<file path="src/rtl/sstd_pkg.sv">
// Package for the serial-set time-of-day clock.
// Holds the sequencer state type, character codes, time limits and the
// classification result of the digit unit. Depends on nothing.
`timescale 1ns / 1ps

package sstd_pkg;

   localparam int CHAR_W = 8;
   localparam int TIME_W = 7;

   localparam logic [CHAR_W-1:0] CHAR_LF    = 8'h0A;
   localparam logic [CHAR_W-1:0] CHAR_CR    = 8'h0D;
   localparam logic [CHAR_W-1:0] CHAR_TAB   = 8'h09;
   localparam logic [CHAR_W-1:0] CHAR_SPACE = 8'h20;
   localparam logic [CHAR_W-1:0] CHAR_PLUS  = 8'h2B;
   localparam logic [CHAR_W-1:0] CHAR_MINUS = 8'h2D;
   localparam logic [CHAR_W-1:0] CHAR_ZERO  = 8'h30;
   localparam logic [CHAR_W-1:0] CHAR_NINE  = 8'h39;
   localparam logic [CHAR_W-1:0] CHAR_COLON = 8'h3A;
   localparam logic [CHAR_W-1:0] CHAR_S     = 8'h53;
   localparam logic [CHAR_W-1:0] CHAR_NUL   = 8'h00;

   localparam logic [TIME_W-1:0] HOUR_RESET    = 7'd12;
   localparam logic [TIME_W-1:0] SEC_PER_MIN   = 7'd60;
   localparam logic [TIME_W-1:0] MIN_PER_HOUR  = 7'd60;
   localparam logic [TIME_W-1:0] HOURS_PER_DAY = 7'd24;
   localparam logic [TIME_W-1:0] VALUE_MAX     = 7'd99;

   localparam int POS_HOURS   = 2;
   localparam int POS_MINUTES = 5;
   localparam int POS_SECONDS = 8;
   localparam int POS_CMD     = 1;

   typedef enum logic [1:0] {
      FIELD_HOURS,
      FIELD_MINUTES,
      FIELD_SECONDS
   } sstd_field_type;

   typedef enum logic [2:0] {
      ST_IDLE,
      ST_SCAN_RD,
      ST_SCAN_EV,
      ST_SKIP_RD,
      ST_SKIP_EV,
      ST_DIGIT_RD,
      ST_DIGIT_EV,
      ST_EMIT
   } sstd_state_type;

   typedef struct packed {
      logic              is_space;
      logic              is_minus;
      logic              is_plus;
      logic              is_digit;
      logic              is_nul;
      logic [TIME_W-1:0] next_value;
   } sstd_alu_type;

endpackage

</file>
<file path="src/rtl/sstd_req_if.sv">
// Request channel interface: valid/ready handshake carrying one beat of
// action and received byte. Depends on sstd_pkg.
`timescale 1ns / 1ps

interface sstd_req_if;
   import sstd_pkg::*;

   logic              valid;
   logic              ready;
   logic              action;
   logic [CHAR_W-1:0] rx_byte;

   modport source (output valid, output action, output rx_byte, input ready);
   modport sink   (input valid, input action, input rx_byte, output ready);
endinterface

</file>
<file path="src/rtl/sstd_rsp_if.sv">
// Response channel interface: valid/ready handshake carrying one beat of
// the current time and its cause. Depends on sstd_pkg.
`timescale 1ns / 1ps

interface sstd_rsp_if;
   import sstd_pkg::*;

   logic              valid;
   logic              ready;
   logic [TIME_W-1:0] hours;
   logic [TIME_W-1:0] minutes;
   logic [TIME_W-1:0] seconds;
   logic              cause;

   modport source (output valid, output hours, output minutes, output seconds,
                   output cause, input ready);
   modport sink   (input valid, input hours, input minutes, input seconds,
                   input cause, output ready);
endinterface

</file>
<file path="src/rtl/sstd_line_ram.sv">
// Line buffer memory: one write port and one registered read port.
// Depends on sstd_pkg for the character width.
`timescale 1ns / 1ps

module sstd_line_ram #(
   parameter int DEPTH = 30,
   parameter int AW    = $clog2(DEPTH)
) (
   input  logic                       clock,
   input  logic                       wr_en,
   input  logic [AW-1:0]              wr_addr,
   input  logic [sstd_pkg::CHAR_W-1:0] wr_data,
   input  logic [AW-1:0]              rd_addr,
   output logic [sstd_pkg::CHAR_W-1:0] rd_data
);
   import sstd_pkg::*;

   logic [CHAR_W-1:0] mem [DEPTH];
   logic [CHAR_W-1:0] rd_data_ff;

   always_ff @(posedge clock) begin
      if (wr_en) begin
         mem[wr_addr] <= wr_data;
      end
   end

   always_ff @(posedge clock) begin
      rd_data_ff <= mem[rd_addr];
   end

   assign rd_data = rd_data_ff;

endmodule

</file>
<file path="src/rtl/sstd_digit_alu.sv">
// Shared character unit: classifies one line character and forms the next
// saturated decimal accumulator value. Depends on sstd_pkg.
`timescale 1ns / 1ps

module sstd_digit_alu (
   input  logic [sstd_pkg::CHAR_W-1:0] char_in,
   input  logic [sstd_pkg::TIME_W-1:0] acc_in,
   output sstd_pkg::sstd_alu_type      result
);
   import sstd_pkg::*;

   localparam int SUM_W = TIME_W + 3;

   logic [SUM_W-1:0] acc_wide;
   logic [SUM_W-1:0] sum;

   always_comb begin
      acc_wide = {3'b000, acc_in};
      // acc * 10 as (acc << 3) + (acc << 1), plus the digit.
      sum = (acc_wide << 3) + (acc_wide << 1) + {{(SUM_W-4){1'b0}}, char_in[3:0]};

      result.is_space = (char_in == CHAR_SPACE) ||
                        ((char_in >= CHAR_TAB) && (char_in <= CHAR_CR));
      result.is_minus = (char_in == CHAR_MINUS);
      result.is_plus  = (char_in == CHAR_PLUS);
      result.is_digit = (char_in >= CHAR_ZERO) && (char_in <= CHAR_NINE);
      result.is_nul   = (char_in == CHAR_NUL);
      result.next_value = (sum > SUM_W'(VALUE_MAX)) ? VALUE_MAX : sum[TIME_W-1:0];
   end

endmodule

</file>
<file path="src/rtl/serial_set_time_of_day_clock.sv">
// Serial-set time-of-day clock. Requests are taken only while idle. A stored
// byte is written there; a tick updates the time and moves to the emit state,
// which waits for the output register to be free, loads the reading and returns
// to idle. A line end scans positions 0..8 to check the S: prefix and the line
// length, then parses each field by reading and evaluating one character at a
// time. Synchronous reset: 12:00:00, empty line; the line store is not cleared.
`timescale 1ns / 1ps

module serial_set_time_of_day_clock #(
   parameter int LINE_CAPACITY = 30
) (
   input  logic       clock,
   input  logic       reset,
   sstd_req_if.sink   req_chan,
   sstd_rsp_if.source rsp_chan
);
   import sstd_pkg::*;

   localparam int AW    = $clog2(LINE_CAPACITY);
   localparam int LEN_W = $clog2(LINE_CAPACITY + 1);

   sstd_state_type    state_ff, state_in;
   sstd_field_type    field_ff, field_in;
   logic [LEN_W-1:0]  len_ff, len_in;
   logic [LEN_W-1:0]  pos_ff, pos_in;
   logic [TIME_W-1:0] acc_ff, acc_in;
   logic              neg_ff, neg_in;
   logic              set_ok_ff, set_ok_in;
   logic              long_ok_ff, long_ok_in;
   logic              cause_ff, cause_in;
   logic              in_range_ff;
   logic [TIME_W-1:0] hour_ff, hour_in;
   logic [TIME_W-1:0] min_ff, min_in;
   logic [TIME_W-1:0] sec_ff, sec_in;
   logic              rsp_valid_ff, rsp_valid_in;
   logic [TIME_W-1:0] rsp_hours_ff, rsp_minutes_ff, rsp_seconds_ff;
   logic              rsp_cause_ff;
   logic              rsp_load;

   logic              wr_en;
   logic [CHAR_W-1:0] ram_data;
   logic [CHAR_W-1:0] cur_char;
   logic [TIME_W-1:0] field_value;
   logic [TIME_W-1:0] sec_inc, min_inc, hour_inc;
   sstd_alu_type      alu;

   sstd_line_ram #(.DEPTH(LINE_CAPACITY), .AW(AW)) u_ram (
      .clock   (clock),
      .wr_en   (wr_en),
      .wr_addr (len_ff[AW-1:0]),
      .wr_data (req_chan.rx_byte),
      .rd_addr (pos_ff[AW-1:0]),
      .rd_data (ram_data)
   );

   // Positions at or past the line end read as a zero byte.
   assign cur_char = in_range_ff ? ram_data : CHAR_NUL;

   sstd_digit_alu u_alu (
      .char_in (cur_char),
      .acc_in  (acc_ff),
      .result  (alu)
   );

   assign field_value = neg_ff ? '0 : acc_ff;
   assign sec_inc  = sec_ff + 7'd1;
   assign min_inc  = min_ff + 7'd1;
   assign hour_inc = hour_ff + 7'd1;

   assign req_chan.ready = (state_ff == ST_IDLE);

   always_comb begin
      state_in   = state_ff;
      field_in   = field_ff;
      len_in     = len_ff;
      pos_in     = pos_ff;
      acc_in     = acc_ff;
      neg_in     = neg_ff;
      set_ok_in  = set_ok_ff;
      long_ok_in = long_ok_ff;
      cause_in   = cause_ff;
      hour_in    = hour_ff;
      min_in     = min_ff;
      sec_in     = sec_ff;
      wr_en      = 1'b0;
      rsp_load   = 1'b0;

      unique case (state_ff)
         ST_IDLE: begin
            if (req_chan.valid) begin
               if (req_chan.action) begin
                  sec_in   = sec_inc;
                  cause_in = 1'b0;
                  if (sec_inc >= SEC_PER_MIN) begin
                     sec_in = '0;
                     min_in = min_inc;
                     if (min_inc >= MIN_PER_HOUR) begin
                        min_in  = '0;
                        hour_in = (hour_inc >= HOURS_PER_DAY) ? '0 : hour_inc;
                     end
                  end
                  state_in = ST_EMIT;
               end else if ((req_chan.rx_byte == CHAR_LF) ||
                            (req_chan.rx_byte == CHAR_CR)) begin
                  pos_in     = '0;
                  set_ok_in  = 1'b1;
                  long_ok_in = 1'b1;
                  state_in   = ST_SCAN_RD;
               end else if (len_ff < LEN_W'(LINE_CAPACITY)) begin
                  wr_en  = 1'b1;
                  len_in = len_ff + 1'b1;
               end
            end
         end
         ST_SCAN_RD: begin
            state_in = ST_SCAN_EV;
         end
         ST_SCAN_EV: begin
            if (pos_ff == '0) begin
               set_ok_in = set_ok_ff && (cur_char == CHAR_S);
            end else if (pos_ff == LEN_W'(POS_CMD)) begin
               set_ok_in = set_ok_ff && (cur_char == CHAR_COLON);
            end
            long_ok_in = long_ok_ff && !alu.is_nul;
            if (pos_ff == LEN_W'(POS_SECONDS)) begin
               if (set_ok_ff) begin
                  pos_in   = LEN_W'(POS_HOURS);
                  field_in = FIELD_HOURS;
                  acc_in   = '0;
                  neg_in   = 1'b0;
                  state_in = ST_SKIP_RD;
               end else begin
                  len_in   = '0;
                  state_in = ST_IDLE;
               end
            end else begin
               pos_in   = pos_ff + 1'b1;
               state_in = ST_SCAN_RD;
            end
         end
         ST_SKIP_RD: begin
            state_in = ST_SKIP_EV;
         end
         ST_SKIP_EV: begin
            state_in = ST_DIGIT_RD;
            if (alu.is_space) begin
               pos_in   = pos_ff + 1'b1;
               state_in = ST_SKIP_RD;
            end else if (alu.is_minus) begin
               neg_in = 1'b1;
               pos_in = pos_ff + 1'b1;
            end else if (alu.is_plus) begin
               pos_in = pos_ff + 1'b1;
            end
         end
         ST_DIGIT_RD: begin
            state_in = ST_DIGIT_EV;
         end
         ST_DIGIT_EV: begin
            if (alu.is_digit) begin
               acc_in   = alu.next_value;
               pos_in   = pos_ff + 1'b1;
               state_in = ST_DIGIT_RD;
            end else begin
               acc_in   = '0;
               neg_in   = 1'b0;
               state_in = ST_SKIP_RD;
               case (field_ff)
                  FIELD_HOURS: begin
                     hour_in  = field_value;
                     field_in = FIELD_MINUTES;
                     pos_in   = LEN_W'(POS_MINUTES);
                  end
                  FIELD_MINUTES: begin
                     min_in = field_value;
                     if (long_ok_ff) begin
                        field_in = FIELD_SECONDS;
                        pos_in   = LEN_W'(POS_SECONDS);
                     end else begin
                        sec_in   = '0;
                        len_in   = '0;
                        cause_in = 1'b1;
                        state_in = ST_EMIT;
                     end
                  end
                  default: begin
                     sec_in   = field_value;
                     len_in   = '0;
                     cause_in = 1'b1;
                     state_in = ST_EMIT;
                  end
               endcase
            end
         end
         ST_EMIT: begin
            // Wait for the output register to be free before loading it.
            if (!rsp_valid_ff || rsp_chan.ready) begin
               rsp_load = 1'b1;
               state_in = ST_IDLE;
            end
         end
         default: begin
            state_in = ST_IDLE;
         end
      endcase

      rsp_valid_in = rsp_load || (rsp_valid_ff && !rsp_chan.ready);
   end

   always_ff @(posedge clock) begin
      if (reset) begin
         state_ff     <= ST_IDLE;
         field_ff     <= FIELD_HOURS;
         len_ff       <= '0;
         pos_ff       <= '0;
         acc_ff       <= '0;
         neg_ff       <= 1'b0;
         set_ok_ff    <= 1'b0;
         long_ok_ff   <= 1'b0;
         cause_ff     <= 1'b0;
         in_range_ff  <= 1'b0;
         hour_ff      <= HOUR_RESET;
         min_ff       <= '0;
         sec_ff       <= '0;
         rsp_valid_ff <= 1'b0;
      end else begin
         state_ff     <= state_in;
         field_ff     <= field_in;
         len_ff       <= len_in;
         pos_ff       <= pos_in;
         acc_ff       <= acc_in;
         neg_ff       <= neg_in;
         set_ok_ff    <= set_ok_in;
         long_ok_ff   <= long_ok_in;
         cause_ff     <= cause_in;
         in_range_ff  <= (pos_ff < len_ff);
         hour_ff      <= hour_in;
         min_ff       <= min_in;
         sec_ff       <= sec_in;
         rsp_valid_ff <= rsp_valid_in;
      end
   end

   always_ff @(posedge clock) begin
      if (rsp_load) begin
         rsp_hours_ff   <= hour_ff;
         rsp_minutes_ff <= min_ff;
         rsp_seconds_ff <= sec_ff;
         rsp_cause_ff   <= cause_ff;
      end
   end

   assign rsp_chan.valid   = rsp_valid_ff;
   assign rsp_chan.hours   = rsp_hours_ff;
   assign rsp_chan.minutes = rsp_minutes_ff;
   assign rsp_chan.seconds = rsp_seconds_ff;
   assign rsp_chan.cause   = rsp_cause_ff;

endmodule

</file>
<file path="src/flat_wrapper.sv">
// flat-port wrapper written by rule: the top's interface ports become plain ports
module serial_set_time_of_day_clock_flat import sstd_pkg::*;
#(
   parameter int LINE_CAPACITY = 30
)
  (clock, reset, req_chan_valid, req_chan_action, req_chan_rx_byte, req_chan_ready, rsp_chan_valid, rsp_chan_hours, rsp_chan_minutes, rsp_chan_seconds, rsp_chan_cause, rsp_chan_ready);
  sstd_req_if req_chan_i ();
  sstd_rsp_if rsp_chan_i ();
  input  logic clock;
  input  logic reset;
  input wire logic [$bits(req_chan_i.valid)-1:0] req_chan_valid;
  input wire logic [$bits(req_chan_i.action)-1:0] req_chan_action;
  input wire logic [$bits(req_chan_i.rx_byte)-1:0] req_chan_rx_byte;
  output wire logic [$bits(req_chan_i.ready)-1:0] req_chan_ready;
  output wire logic [$bits(rsp_chan_i.valid)-1:0] rsp_chan_valid;
  output wire logic [$bits(rsp_chan_i.hours)-1:0] rsp_chan_hours;
  output wire logic [$bits(rsp_chan_i.minutes)-1:0] rsp_chan_minutes;
  output wire logic [$bits(rsp_chan_i.seconds)-1:0] rsp_chan_seconds;
  output wire logic [$bits(rsp_chan_i.cause)-1:0] rsp_chan_cause;
  input wire logic [$bits(rsp_chan_i.ready)-1:0] rsp_chan_ready;
  assign req_chan_i.valid = req_chan_valid;
  assign req_chan_i.action = req_chan_action;
  assign req_chan_i.rx_byte = req_chan_rx_byte;
  assign req_chan_ready = req_chan_i.ready;
  assign rsp_chan_valid = rsp_chan_i.valid;
  assign rsp_chan_hours = rsp_chan_i.hours;
  assign rsp_chan_minutes = rsp_chan_i.minutes;
  assign rsp_chan_seconds = rsp_chan_i.seconds;
  assign rsp_chan_cause = rsp_chan_i.cause;
  assign rsp_chan_i.ready = rsp_chan_ready;
  serial_set_time_of_day_clock #(.LINE_CAPACITY(LINE_CAPACITY)) u_core (.clock(clock), .reset(reset), .req_chan(req_chan_i), .rsp_chan(rsp_chan_i));
endmodule
</file>
<file path="config.mk">
export PLATFORM = sky130hd
export DESIGN_NAME = serial_set_time_of_day_clock_flat
export DESIGN_NICKNAME = d
export VERILOG_FILES = /design/src/rtl/sstd_pkg.sv /design/src/rtl/sstd_req_if.sv /design/src/rtl/sstd_rsp_if.sv /design/src/rtl/sstd_line_ram.sv /design/src/rtl/sstd_digit_alu.sv /design/src/rtl/serial_set_time_of_day_clock.sv /design/src/flat_wrapper.sv
export SDC_FILE = /design/constraint.sdc
export NUM_CORES = 1
export LEC_CHECK = 0
export BUFFER_PORTS_ARGS = -buffer_cell sky130_fd_sc_hd__buf_2
export CORE_UTILIZATION = 55
export CTS_CLUSTER_DIAMETER = 120
export CTS_CLUSTER_SIZE = 30
export DETAILED_ROUTE_END_ITERATION = 16
export GPL_TIMING_DRIVEN = 0
export PLACE_DENSITY = 0.72
export SLEW_MARGIN = 10
export SYNTH_ARGS = -nofsm -noshare
export SYNTH_HDL_FRONTEND = slang
export SYNTH_SLANG_ARGS = --single-unit
</file>
<file path="constraint.sdc">
create_clock -name clock -period 6.5 [get_ports clock]
set_clock_uncertainty 0.15 [all_clocks]
set_input_delay 0 -clock clock [delete_from_list [all_inputs] [get_ports clock]]
set_output_delay 0 -clock clock [all_outputs]
set_load 0.02 [all_outputs]
</file>
# Word level (Yosys, flattened, before mapping)
# Memory sizes are Yosys's and may differ from the RTL's. A register that Yosys moved wholly into a read port is not among the register bits.
# Index checks and enable logic that the tools add are counted.
# word_totals
ff_bits	71
ramBits	240
in_bits	13
output_inout_bits	24
wordCells	210
memories	1
# memory_table
memory	depth	word_bits	rd	rd_ports_with_merged_regs	write_ports	line_no	rtl
u_core.u_ram.mem	30	8	1	1	1	sstd_line_ram.sv:18	logic [CHAR_W-1:0] mem [DEPTH];
# op_classes
add_sub_neg	7
order_cmp	10
eq_ne	44
mux	96
reduce_logical	34
# op_table
cell	count
$mux W7	23
$mux W5	18
$pmux W7 S2	5
$eq A8 B6 Y1 const B	4
$pmux W3 S8	1
$reduce_and A6 Y1	4
$mux W1	23
$add A7 B1 Y7 const B	3
$mux W3	7
$pmux W5 S2	2
$pmux W5 S4	1
$ne A2 B1 Y1 const B	9
$ne A2 B2 Y1 const B	9
$eq A8 B4 Y1 const B	2
$pmux W5 S3	1
$ge A7 B6 Y1 const B	2
$eq A3 B3 Y1 const B	4
$mux W2	6
$ne A3 B2 Y1 const B	4
$add A10 B4 Y10	1
$add A10 B8 Y10	1
$add A5 B1 Y5 const B	2
$gt A10 B7 Y1 const B	1
$reduce_and A10 Y1	1
other kinds (37)	57

# Longest topological paths before layout
# Gate-level depths: netlist of run 1.
# logic_depth
ltp_word	8
ltp_mapped	12
ltp_nobuf	11

# Cells and area by module
# Synthesis of run 1 repeated with hierarchy kept, for this count alone.
# unflattened
cells_unflattened	1022
hier_area_um2	14187.4
# by_module_without_submodules
mod	instances	cells_each	area_per_inst_um2	seq_area_each_um2
sstd_line_ram	1	517	9806.9	7367.1
serial_set_time_of_day_clock	1	433	3798.6	1641.6
sstd_digit_alu	1	72	581.8	0.0

# Least setup slack after synthesis of run 1
# OpenSTA, ideal clock, no wires.
# synth_timing
path_type	reg-to-reg
startpoint	register u_core.pos_ff[1]
endpoint	register u_core.pos_ff[4]
setup_ns	0.115
t_arrival_ns	2.682
required_ns	6.235
path_slack_ns	3.553
stages_incl_launch_ff	11
synth_period_minus_slack_ns	2.947
path_cell_list	dfxtp_1 > buf_1 > buf_1 > inv_1 > ha_1 > and4bb_2 > nand2b_1 > a211oi_1 > nor4_4 > a21boi_1 > o21a_1
# synth_between
elab_chain_cells	5
# synth_rtl
element	line_no	rtl
start, declared	serial_set_time_of_day_clock.sv:25	logic [LEN_W-1:0] pos_ff, pos_in;
start signal, assigned	serial_set_time_of_day_clock.sv:230	pos_ff <= pos_in;
$add A5 B1 Y5	-	
$mux W5	serial_set_time_of_day_clock.sv:152	end else if (alu.is_plus) begin
$mux W5	serial_set_time_of_day_clock.sv:149	end else if (alu.is_minus) begin
$mux W5	serial_set_time_of_day_clock.sv:146	if (alu.is_space) begin
$pmux W5 S4	serial_set_time_of_day_clock.sv:88	unique case (state_ff)
# Parallel ways exist; a longest one is shown, timed or not. The select of a mux whose other input is x is not followed.
# A chain may end at the register's enable or synchronous reset.

# Worst setup path after layout of run 1
# layout_timing
startpoint	register u_core.pos_ff[1]
endpoint	register u_core.pos_ff[3]
# The elaborated chain is that of the path after synthesis.

==> results of run 1 <==
## per-layer routing
metal,GRT usage,part of all wire
met5,0,0
met4,0.0703,0.029
met3,0.0316,0.060
met2,0.392,0.49
met1,0.327,0.42
## report_power, final
group          internal (mW)  total [mW]  switching [mW]
clock                  0.421        1.03           0.610
sequential              2.23        2.25          0.0194
combinational         0.0867       0.252           0.165
total                   2.73        3.53           0.794
## layout make-up
type                    count  area [µm²]
multi-input cells         512        4680
inverters                  26        97.6
repair buffers             49         315
plain buffers              43         211
clock buffers              22         380
flip-flops and latches    319        9010
fillers                  1864        9900
well taps                 330         413
clock inverters             2        32.5
## worst max-delay path, delay by kind of cell, from the launching register on
| family | cells | cell delay [ns] |
|---|---|---|
| simple gates | 4 | 1.17 |
| fa+ha+maj | 1 | 0.26 |
| flops | 1 | 0.50 |
| compound gates | 2 | 0.35 |
| buf+inv | 3 | 1.19 |
## cells by family (layout without fill, tap and decap cells)
| family | Yosys count | count (layout) |
|---|---|---|
| compound gates | 153 | 153 |
| xor+xnor | 9 | 9 |
| fa+ha+maj | 29 | 29 |
| buf+inv | 69 | 142 |
| flops | 319 | 319 |
| mux | 91 | 91 |
| simple gates | 230 | 230 |
## worst paths after layout
path	depth (start not counted)	end	slack, ns
min	5	u_core.rsp_chan.valid	0.24
max	10	u_core.pos_ff[3]	2.75
max reg2reg	10	u_core.pos_ff[3]	2.75
min reg2reg	0	u_core.rsp_chan.cause	0.31
## synthesized netlist by cell type, drive strengths merged (5+ instances only)
| cell type | n |
|---|---|
| a2111oi | 5 |
| mux4 | 72 |
| nor4 | 10 |
| o31ai | 6 |
| nand4 | 7 |
| a211oi | 12 |
| nand2 | 37 |
| a22oi | 5 |
| ha | 28 |
| nand3 | 26 |
| a31oi | 9 |
| o21ai | 20 |
| edfxtp | 262 |
| xnor2 | 6 |
| clkbuf | 23 |
| buf | 20 |
| dfxtp | 57 |
| a21oi | 25 |
| nand2b | 9 |
| o211ai | 8 |
| and2 | 8 |
| mux2 | 17 |
| o21a | 5 |
| inv | 25 |
| nor3 | 22 |
| a221oi | 13 |
| nor2 | 63 |
| a31o | 5 |
| nor2b | 8 |
| nor3b | 12 |
## timing repair
action / in CTS / in global routing
endpoints found under the hold margin: 259 / 0
hold buffers: 12 / 0
endpoints found under the setup margin: 0 / 0
## state kept, by name, indices dropped and copies added, names as in the netlist, 3 cells and up
name and cells:
u_core.rsp_chan.hours 7, u_core.min_ff 7, u_core.rsp_chan.minutes 7, u_core.state_ff 3, u_core.hour_ff 7, u_core.pos_ff 5, u_core.sec_ff 7, u_core.len_ff 5
u_core.u_ram.mem 240, u_core.acc_ff 7, u_core.u_ram.rd_data 8, u_core.rsp_chan.seconds 7
==> results.cfg, run 1 <==
[floorplanning]
die_w_um = 162
dieArea_um2 = 26100
row_count = 58
design.core.area_um2 = 25000
pin_count = 37
dieHeight_um = 162
start_util = 0.559

[clock_tree]
cts_setup_buffers = 0
cts_tree = built
cts_num_sinks = 319
numCtsBuffers = 14
clockRootBuffer = clkbuf_16
cts_max_path_buffers = 3
h-tree-depth = 1
path_clk_slew_ns = 0.12
cts-resized-gates = 0
clock_latency_ns = 0.52

[global_routing]
grtUsageTotal = 0.236
grt_pass1_vias = 7990
antenna_found_initial = 0
overflow = 0
grt_pass1_wl_um = 46500
grt_max_degree = 33

[status]
status = finished clean

[drt]
drtPass1Iterations = 5
wl_per_cell_um = 23.0
vias = 8247
drc_errors = 0
drt_iter0_markers = 996
vias_per_cell = 6.33
final_antenna_net_count = 0
wirelength_um = 29900

[critical_path]
startpoint_type = register
crit_fanout = 10
required_ns = 6.76
setup.worst_path.start = u_core.pos_ff[1]
crit_arrival_ns = 4.01
cp_common_cell = buf_1
cp-end-kind = register
path_cells = buf_1 > buf_1 > inv_1 > ha_1 > and4bb_2 > nand2b_1 > a211oi_1 > nor4_4 > nor3b_1 > a31o_1
path_class = register to register
reg2reg_from = u_core.pos_ff[1]
crit_path_max_incr_delay_ns = 0.59
cp_slowest_cell = nor4_4

[layout]
final_util = 0.605
nets = 1007
stdcell_count = 1303
final_area_um2 = 15100
area_delta_synth_final_pct = 8.17
drive_above_1_share = 0.180
antenna_cells = 0
final_cell_mix = 262 x edfxtp_1, 72 x mux4_2, 62 x nor2_1
final_common_cell = edfxtp_1

[min_path]
min-delay-start = rsp_chan_ready
min_path_type = input pin to register

[place]
dp_hpwl_um = 20000
gp_congestion = 0.926
portBuffers = 36
place_inst = 1267
place_ws_ns = 2.78
placed_area_um2 = 14600

[yosys]
yosysWarnings = 0
synth_nets = 942
ys.flop_type = edfxtp_1
synth_compound_area_frac = 0.0836
async_reset_ff_frac = 0
synth_mux_area_frac = 0.131
synth.largest_area_cell = edfxtp_1
synth_xor_area_frac = 0.00563
synthAdderAreaFrac = 0.0265
yosys-top-cells-area = edfxtp_1 56%, mux4_2 12%, dfxtp_1 8.2%, ha_1 2.5%, nor2_1 1.7%
synthDistinctLibCells = 83
netlist.area_leader.share = 0.562
synth_edf_count = 262
synthSimpleGateAreaFrac = 0.0876
yosys_register_bits = 319
seq_area_frac_synth = 0.644
syn_inst = 900
avgSynthCellArea_um2 = 15.6
netlist_area_um2 = 14000
synth_top_family_by_area = multiplexers

[sta]
drv_slew = 0
rsz0062_at_grt = false
fin_crit_ns = 3.75
timing.hold.ws_ns = 0.241
tightest_slew_ns = 0.875
fin_crit_sh = 0.577
finalWorstSetupSlack_ns = 2.75
setup_tns_ns = 0
max_clock_freq_ghz = 0.267
setup_viol = 0
hold_violations = 0
relSlewSlack = 0.412

[pwr]
ir_drop_uv = 240
power.density_nw_per_um2 = 233
p_leak_nw = 4.71
finalPower_mw = 3.53

[run]
max-cap-violations = 0
(Power assumes the default switching activity.)
==> inputs of run 2 (changes only) <==
PLACE_DENSITY = 0.74   (was 0.72)
clock period = 3.4 ns   (was 6.5 ns; I/O delays follow)
==> results.cfg, run 2 (same netlist as run 1, synthesis figures left out) <==
[global_routing]
grt_pass1_wl_um = 45700
grt_max_degree = 33
overflow = 0
grt_pass1_vias = 7913
antenna_found_initial = 0
grtUsageTotal = 0.232

[layout]
drive_above_1_share = 0.187
stdcell_count = 1304
final_cell_mix = 262 x edfxtp_1, 72 x mux4_2, 62 x nor2_1
largest_reg_flops = 240
fillers = 1845
nets = 1008
regMostFlops = u_core.u_ram.mem
area_delta_synth_final_pct = 8.48
final_common_cell = edfxtp_1
antenna_cells = 0

[sta]
fin_crit_ns = 3.24
setup_viol = 0
setup_tns_ns = 0
tightest_slew_ns = 0.867
fin_crit_sh = 0.954
rsz0062_at_grt = false
max_clock_freq_ghz = 0.308
hold_violations = 0
drv_slew = 0
relSlewSlack = 0.417

[place]
portBuffers = 36
place_inst = 1267
dp_hpwl_um = 20000
gp_congestion = 0.940

[pwr]
ir_drop_uv = 410
power.density_nw_per_um2 = 446
p_leak_nw = 4.74

[clock_tree]
clock_latency_ns = 0.52
h-tree-depth = 1
cts_max_path_buffers = 3
cts_num_sinks = 319
clockRootBuffer = clkbuf_16
path_clk_slew_ns = 0.12
cts_setup_buffers = 0
cts_tree = built
numCtsBuffers = 14

[floorplanning]
row_count = 58
die_w_um = 162
pin_count = 37
design.core.area_um2 = 25000
start_util = 0.559
dieHeight_um = 162
dieArea_um2 = 26100

[critical_path]
reg2reg_from = u_core.state_ff[2]
cp-end-kind = register
path_class = register to register
crit_arrival_ns = 3.22
required_ns = 3.38
setup.worst_path.start = u_core.state_ff[2]
crit_fanout = 8
startpoint_type = register

[min_path]
min_path_type = input pin to register
min-delay-start = rsp_chan_ready

[drt]
drtPass1Iterations = 8
final_antenna_net_count = 0
vias_per_cell = 6.31
drt_iter0_markers = 873
wirelength_um = 29800
drc_errors = 0
vias = 8224
wl_per_cell_um = 22.8

[run]
max-cap-violations = 0

[status]
status = finished clean
[run 2: cell types whose count changed in the layout (fill, tap and decap cells not counted), sizes merged]
cell	change
clkbuf	+1
clkinv	-1
dlygate4sd3	+1
[run 2: area by class of cell]
class / instances / area (µm²) / share of cell area
well taps: 330 / 413 / 0.0272
clock inverters: 1 / 16.3 / 0.00107
inverters: 26 / 97.6 / 0.00643
flip-flops and latches: 319 / 9010 / 0.593
multi-input cells: 512 / 4700 / 0.310
repair buffers: 50 / 325 / 0.0214
clock buffers: 23 / 405 / 0.0267
plain buffers: 43 / 215 / 0.0142
[run 2: final timing paths]
path                              to  cells after the start  slack (ns)
max          u_core.u_ram.mem[16][5]                      6        0.16
max reg2reg  u_core.u_ram.mem[16][5]                      6        0.16
min reg2reg    u_core.rsp_chan.cause                      0        0.30
min            u_core.rsp_chan.valid                      5        0.23
[run 2: timing repair]
| action | 4_1_cts | 5_1_grt |
|---|---|---|
| hold buffers | 13 | 0 |
| gates cloned | 0 | 0 |
| pin swaps | 0 | 2 |
| setup endpoints to repair | 8 | 11 |
| endpoints found under the hold margin | 259 | 0 |
| resized for setup | 3 | 6 |
[run 2: per-layer routing]
metal | wire length, µm | track usage
met5 | 0 | 0
met2 | 14300 | 0.381
met1 | 12600 | 0.321
met4 | 915 | 0.0772
met3 | 2020 | 0.0331
[run 2: power by group]
part | total [mW] | internal [mW] | switching [mW]
clock network | 2.00 | 0.844 | 1.15
registers | 4.29 | 4.26 | 0.0372
logic | 0.486 | 0.166 | 0.320
total | 6.77 | 5.26 | 1.51
[run 2: critical path, stage by stage (launching register included)]
cell	delay (ns)
dfxtp_1	0.36
or3_1	0.51
nor2_1	0.27
and3_1	0.19
clkbuf_1	0.19
nand2_1	0.40
nor2_1	0.78
[run 2: through the flow]
step | hold WS, ns | util | power, mW | setup slack (ns) | cell area (µm²)
final | 0.231 | 0.606 | 6.77 | 0.155 | 15200
after global placement | 0.221 | 0.583 | 4.83 | -0.280 | 14600
after detailed placement | 0.236 | 0.583 | 4.84 | -0.319 | 14600
after floorplan | -0.0511 | - | 4.68 | 0.453 | 14000
after global routing | 0.289 | 0.606 | 6.95 | 0.00652 | 15200
after CTS | 0.234 | 0.606 | 6.78 | 0.0822 | 15200
